### src/design/assert_macros.svh
// ---------------------------------------------------------------------------
// Assertion macros
// Shared concurrent assertion forms for the mipmap chain blocks.
// ---------------------------------------------------------------------------
`ifndef ASSERT_MACROS_SVH
`define ASSERT_MACROS_SVH

// Immediate-cycle implication, checked on every rising clock edge.
`define BFMC_ASSERT_SAME(label, clk, rst_n, ante, cons, msg) \
	label: assert property (@(posedge clk) disable iff (!rst_n) (ante) |-> (cons)) \
		else $error(msg);

// Next-cycle implication.
`define BFMC_ASSERT_NEXT(label, clk, rst_n, ante, cons, msg) \
	label: assert property (@(posedge clk) disable iff (!rst_n) (ante) |=> (cons)) \
		else $error(msg);

`endif

### src/design/bfmc_pkg.sv
// ---------------------------------------------------------------------------
// bfmc_pkg
// Types, constants and helper functions for the box filter mipmap chain.
// ---------------------------------------------------------------------------
package bfmc_pkg;

	localparam int MAX_WIDTH_DEF    = 4096;
	localparam int MAX_HEIGHT_DEF   = 4096;
	localparam int MAX_LEVELS_DEF   = 12;
	localparam int MAX_CHANNELS_DEF = 4;

	localparam int LANES      = 4;
	localparam int CHAN_W     = 8;
	localparam int PAIR_W     = CHAN_W + 1;
	localparam int LEVEL_W    = 4;
	localparam int SLICE_W    = 8;
	localparam int COORD_W    = 11;
	localparam int DIM_REG_W  = 13;
	localparam int SCNT_REG_W = 9;
	localparam int CFG_IDX_W  = 3;
	localparam int CFG_DATA_W = 13;
	localparam int IN_DATA_W  = LANES * CHAN_W;
	localparam int OUT_DATA_W = 72;

	localparam logic [CFG_IDX_W-1:0] CFG_IMAGE_WIDTH   = 3'd0;
	localparam logic [CFG_IDX_W-1:0] CFG_IMAGE_HEIGHT  = 3'd1;
	localparam logic [CFG_IDX_W-1:0] CFG_FOUR_CHANNELS = 3'd2;
	localparam logic [CFG_IDX_W-1:0] CFG_SLICE_COUNT   = 3'd3;

	typedef enum logic [1:0] {
		ST_IDLE,
		ST_STEP,
		ST_SUM
	} bfmc_state_t;

	// Start of the pair-sum line of target level t inside the shared line memory.
	function automatic int line_base(input int t, input int mw);
		int base;
		int n;
		base = 0;
		for (int k = 1; k < 31; k++) begin
			if (k < t) begin
				n = mw >> k;
				base = base + ((n < 1) ? 1 : n);
			end
		end
		return base;
	endfunction

endpackage

### src/design/bfmc_lane.sv
// ---------------------------------------------------------------------------
// bfmc_lane
// One channel of the 2x2 box filter: horizontal pair, vertical sum, average.
// ---------------------------------------------------------------------------
module bfmc_lane #(
	parameter int MAX_LEVELS = 12,
	parameter int SW         = 4
) (
	input  logic                          clk,
	input  logic                          arst_n,
	input  logic                          clear,
	input  logic                          left_we,
	input  logic [SW-1:0]                 lvl,
	input  logic [bfmc_pkg::CHAN_W-1:0]   pix,
	input  logic                          w_one,
	input  logic                          pair_en,
	input  logic                          h_one,
	input  logic [bfmc_pkg::PAIR_W-1:0]   above,
	output logic [bfmc_pkg::PAIR_W-1:0]   pair,
	output logic [bfmc_pkg::CHAN_W-1:0]   avg
);

	logic [bfmc_pkg::CHAN_W-1:0] left_q [MAX_LEVELS+1];
	logic [bfmc_pkg::PAIR_W-1:0] pair_s1;
	logic [bfmc_pkg::PAIR_W:0]   sum;

	always_comb begin
		if (w_one) begin
			pair = {pix, 1'b0};
		end else begin
			pair = bfmc_pkg::PAIR_W'(left_q[lvl]) + bfmc_pkg::PAIR_W'(pix);
		end
	end

	always_ff @(posedge clk or negedge arst_n) begin
		if (!arst_n) begin
			for (int i = 0; i <= MAX_LEVELS; i++) begin
				left_q[i] <= '0;
			end
		end else if (clear) begin
			for (int i = 0; i <= MAX_LEVELS; i++) begin
				left_q[i] <= '0;
			end
		end else if (left_we) begin
			left_q[lvl] <= pix;
		end
	end

	always_ff @(posedge clk) begin
		if (pair_en) begin
			pair_s1 <= pair;
		end
	end

	always_comb begin
		if (h_one) begin
			sum = {pair_s1, 1'b0};
		end else begin
			sum = (bfmc_pkg::PAIR_W+1)'(above) + (bfmc_pkg::PAIR_W+1)'(pair_s1);
		end
	end

	assign avg = sum[bfmc_pkg::PAIR_W:2];

endmodule
### config.mk
export PLATFORM = sky130hd
export DESIGN_NAME = bfmc_lane
export DESIGN_NICKNAME = d
export VERILOG_FILES = /design/src/design/assert_macros.svh /design/src/design/bfmc_pkg.sv /design/src/design/bfmc_lane.sv
export SDC_FILE = /design/constraint.sdc
export NUM_CORES = 1
export LEC_CHECK = 0
export ABC_AREA = 0
export BUFFER_PORTS_ARGS = -buffer_cell sky130_fd_sc_hd__buf_2
export CAP_MARGIN = 20
export CORE_ASPECT_RATIO = 0.8
export CORE_MARGIN = 1
export CORE_UTILIZATION = 58
export CTS_CLUSTER_SIZE = 25
export DETAILED_ROUTE_END_ITERATION = 12
export HOLD_SLACK_MARGIN = 0.05
export PLACE_DENSITY_LB_ADDON = 0.15
export SETUP_SLACK_MARGIN = 0.05
export SLEW_MARGIN = 15
export SYNTH_ARGS = -nofsm -noshare
export SYNTH_HDL_FRONTEND = slang
export SYNTH_SLANG_ARGS = --single-unit
### constraint.sdc
create_clock -name clk -period 4.5 [get_ports clk]
set_input_delay 0.675 -clock clk [delete_from_list [all_inputs] [get_ports clk]]
set_output_delay 0.675 -clock clk [all_outputs]
set_load 0.005 [all_outputs]
==> impl_metrics.tcl <==
set metrics [dict create \
    asyncSetResetFlopFracSynth_pct 92.0 \
    fin_setup_tns_ps 0 \
    outcome "completed" \
    yosys_most_used_dff "sky130_fd_sc_hd__dfrtp_1" \
    layout_worst_path_cycle_share_pct 94.7 \
    cp_cell_sequence "buf_2 -> mux4_1 -> mux2i_1 -> nor2_1 -> a221oi_2 -> inv_1 -> ha_1 -> a211oi_1 -> o21ai_0 -> a21oi_1 -> xor2_1 -> o21ai_0 -> buf_2" \
    ff2ff_setup_slack_ps 1380 \
    clock_latency_late_sink_ps 420 \
    cellPowerDensity_nw_per_um2 385 \
    met3WireLength_um 782 \
    route.detailed.wl_per_inst_um 19.0 \
    transition_time_of_the_tightest_slew_check_pin_ps 965 \
    syn-instance-count 563 \
    multiInputGateArea_um2 3070 \
    die_width_um 117 \
    crit_type "input port to output pin" \
    gp_congestion 0.800 \
    final_cells 750 \
    mostFrequentLayoutCell "sky130_fd_sc_hd__dfrtp_1" \
    drtIter0Drc 319 \
    final_nets 642 \
    crit_cells 13 \
    final.min_clock_period_ps 4260 \
    portBuffers 44 \
    die_h_um 94.2 \
    clk_transition_reported_paths_ps 60 \
    syn_area_cell_um2 10.9 \
    antenna-diode-count 0 \
    drc_errors 0 \
    timing.max_cap.violations 0 \
    route.antenna.remaining_nets 0 \
    routed_wl_um 14200 \
    boundaryPins 45 \
    global_route.usage.total_pct 28.5 \
    total_power_w 0.00272 \
    globalRouteOverflowTotal 0 \
    cts-root-to-sink-buffers 2 \
    via_count_of_the_routed_design 4483 \
    slew_headroom_pct 35.6 \
    final_util_pct 68.7 \
    worst-endpoint-arrival_ps 3590 \
    synth.yosys.seq_area_share_pct 46.6 \
    clock.fmax_ghz 0.235 \
    cts_tree "yes" \
    post-route-cell-area_um2 7070 \
    mappedNetlistArea_um2 6160 \
    antenna_found_initial 2 \
    place_hpwl_um 9380 \
    cts_inserted_buffers 17 \
    irDropWorstVdd_v 0.000307 \
    cts_stage_hold_buffer_count 0 \
    cts.htree.levels 4 \
    yosys_warnings 0 \
    yosysUniqueCellTypes 41 \
    final_cell_mix "sky130_fd_sc_hd__dfrtp_1 (104), sky130_fd_sc_hd__nor2_1 (97), sky130_fd_sc_hd__mux2i_1 (92)" \
    initial_utilization_pct 59.9 \
    final_max_slew_viol_count 0 \
    highest_fanout_seen_on_the_critical_path 7 \
    grt_first_pass_wirelength_um 22800 \
    timing.hold.worst.class "input port to async pin" \
    top_layer_used "met5" \
    largest_delay_share_family_worst_path "compound AO/OA/AOI/OAI gates" \
    finalClockSkew_ps 11.9 \
    cts.root.buffer_cell "sky130_fd_sc_hd__clkbuf_16" \
    critical_path.max_stage_delay_ps 580 \
    cp_data_required_time_ps 3830 \
    wl_met2_um 6670 \
    detailed_place.area_um2 6430 \
    critical_register_to_register_path_startpoint "left_q[57]$_DFFE_PN0P_" \
    static-leakage-power_nw 3.31 \
    finalHoldViolations 0 \
    grt_max_degree 88 \
    cts.sink_count 113 \
    syn_to_final_growth_pct 14.7 \
    filler_cell_count 784 \
    num_rows 33 \
    startpoint_type "input port" \
    routedLengthMet1_um 6510 \
    post_placement_cell_count 718 \
    synth_fp_nets 608 \
    first_pass_iters 5 \
    cp_slowest_cell "sky130_fd_sc_hd__mux4_1" \
    yosysTopAreaCell "sky130_fd_sc_hd__dfrtp_1" \
    critical_path.reg2reg.endpoint "pair_s1[5]$_DFFE_PP_" \
    post-synth-top-area-fraction_pct 42.2 \
    design.core.area_um2 10300 \
    timing.critical_path.to_type "output pin" \
    synth_enable_flop_cells 9 \
    r2r_cell_count 11 \
    layout-drive-gt1-share_pct 19.2 \
    synth_area_leaders "sky130_fd_sc_hd__dfrtp_1 (42%), sky130_fd_sc_hd__mux2i_1 (15%), sky130_fd_sc_hd__mux4_2 (8.4%), sky130_fd_sc_hd__nor2_1 (5.9%), sky130_fd_sc_hd__edfxtp_1 (4.4%)" \
    rsz0062_at_grt "false" \
    seqCellArea_um2 2870 \
    design.die.area_um2 11000 \
    crit_buf_inv 3 \
    route.detailed.vias_per_inst 5.98 \
    number_of_register_bits_inferred_by_synthesis 113 \
    first_global_vias 4386 \
    report.final.setup_viol 0 \
]
-- layout make-up --
type / count / area share (%)
Inverter: 6 / 0.319
Clock buffer: 24 / 7.12
Clock inverter: 8 / 1.73
Multi-Input combinational cell: 405 / 43.4
Sequential cell: 113 / 40.6
Tap cell: 140 / 2.48
Timing Repair Buffer: 54 / 4.27
-- layer usage --
layer	up-vias	GRT usage, %
met3	27	8.00
li1	2066	-
met2	136	44.7
met1	2252	38.4
met4	2	9.28
met5	-	0
-- flip-flops by register name (all words and copies together) (netlist names) --
register / flops
pair_s1: 9
left_q: 104
-- cells by family after synthesis --
family / count (synthesis) / share of synthesized area [%]
AND/OR/NAND/NOR: 179 / 13.2
AO/OA/AOI/OAI: 82 / 7.60
buffers and inverters: 45 / 3.61
flip-flops: 113 / 46.6
adder cells (fa/ha/maj): 17 / 3.57
XOR/XNOR: 11 / 1.56
multiplexers: 116 / 23.8
-- how the worst max path moves through the flow --
stage / start / end
floorplan: lvl[0] / pair[6]
detailed placement: lvl[0] / pair[6]
global route: lvl[0] / pair[5]
global placement: lvl[0] / pair[7]
finish: lvl[0] / pair[5]
CTS: lvl[0] / pair[6]
-- cell usage after synthesis (all sizes together) (6+ instances only) --
cell type	number
inv	6
xor2	8
a21oi	30
edfxtp	9
mux4	24
dfrtp	104
nand2	39
o21ai	30
mux2i	92
a22oi	8
nor2	103
clkbuf	23
nand2b	6
nand3	18
buf	16
ha	16
-- worst reg2reg max path: cells and delay by family (launching register included) --
kind,cells,cell delay (ps)
AO/OA/AOI/OAI,5,1130
XOR/XNOR,1,200
adder cells (fa/ha/maj),1,290
buffers and inverters,1,80
flip-flops,1,380
multiplexers,2,690
AND/OR/NAND/NOR,1,70
-- repair_timing --
item	in CTS	in global routing
setup buffers	0	0
hold endpoints to repair	0	0
setup endpoints to repair	0	2
resized for setup	0	1
-- power breakdown --
part           internal (W)  switching (W)  leakage [nW]
logic             0.0000914       0.000158          1.46
registers           0.00105     0.00000925          1.54
clock network      0.000946       0.000465         0.306
total               0.00209       0.000633          3.31
-- per-stage QoR --
step	worst slack, ps	hold WS (ps)
after global placement	308	491
after global routing	106	393
final	239	315
after floorplan	869	379
after CTS	216	516
after detailed placement	216	509
Note: power is estimated with default switching activity, not from simulation.
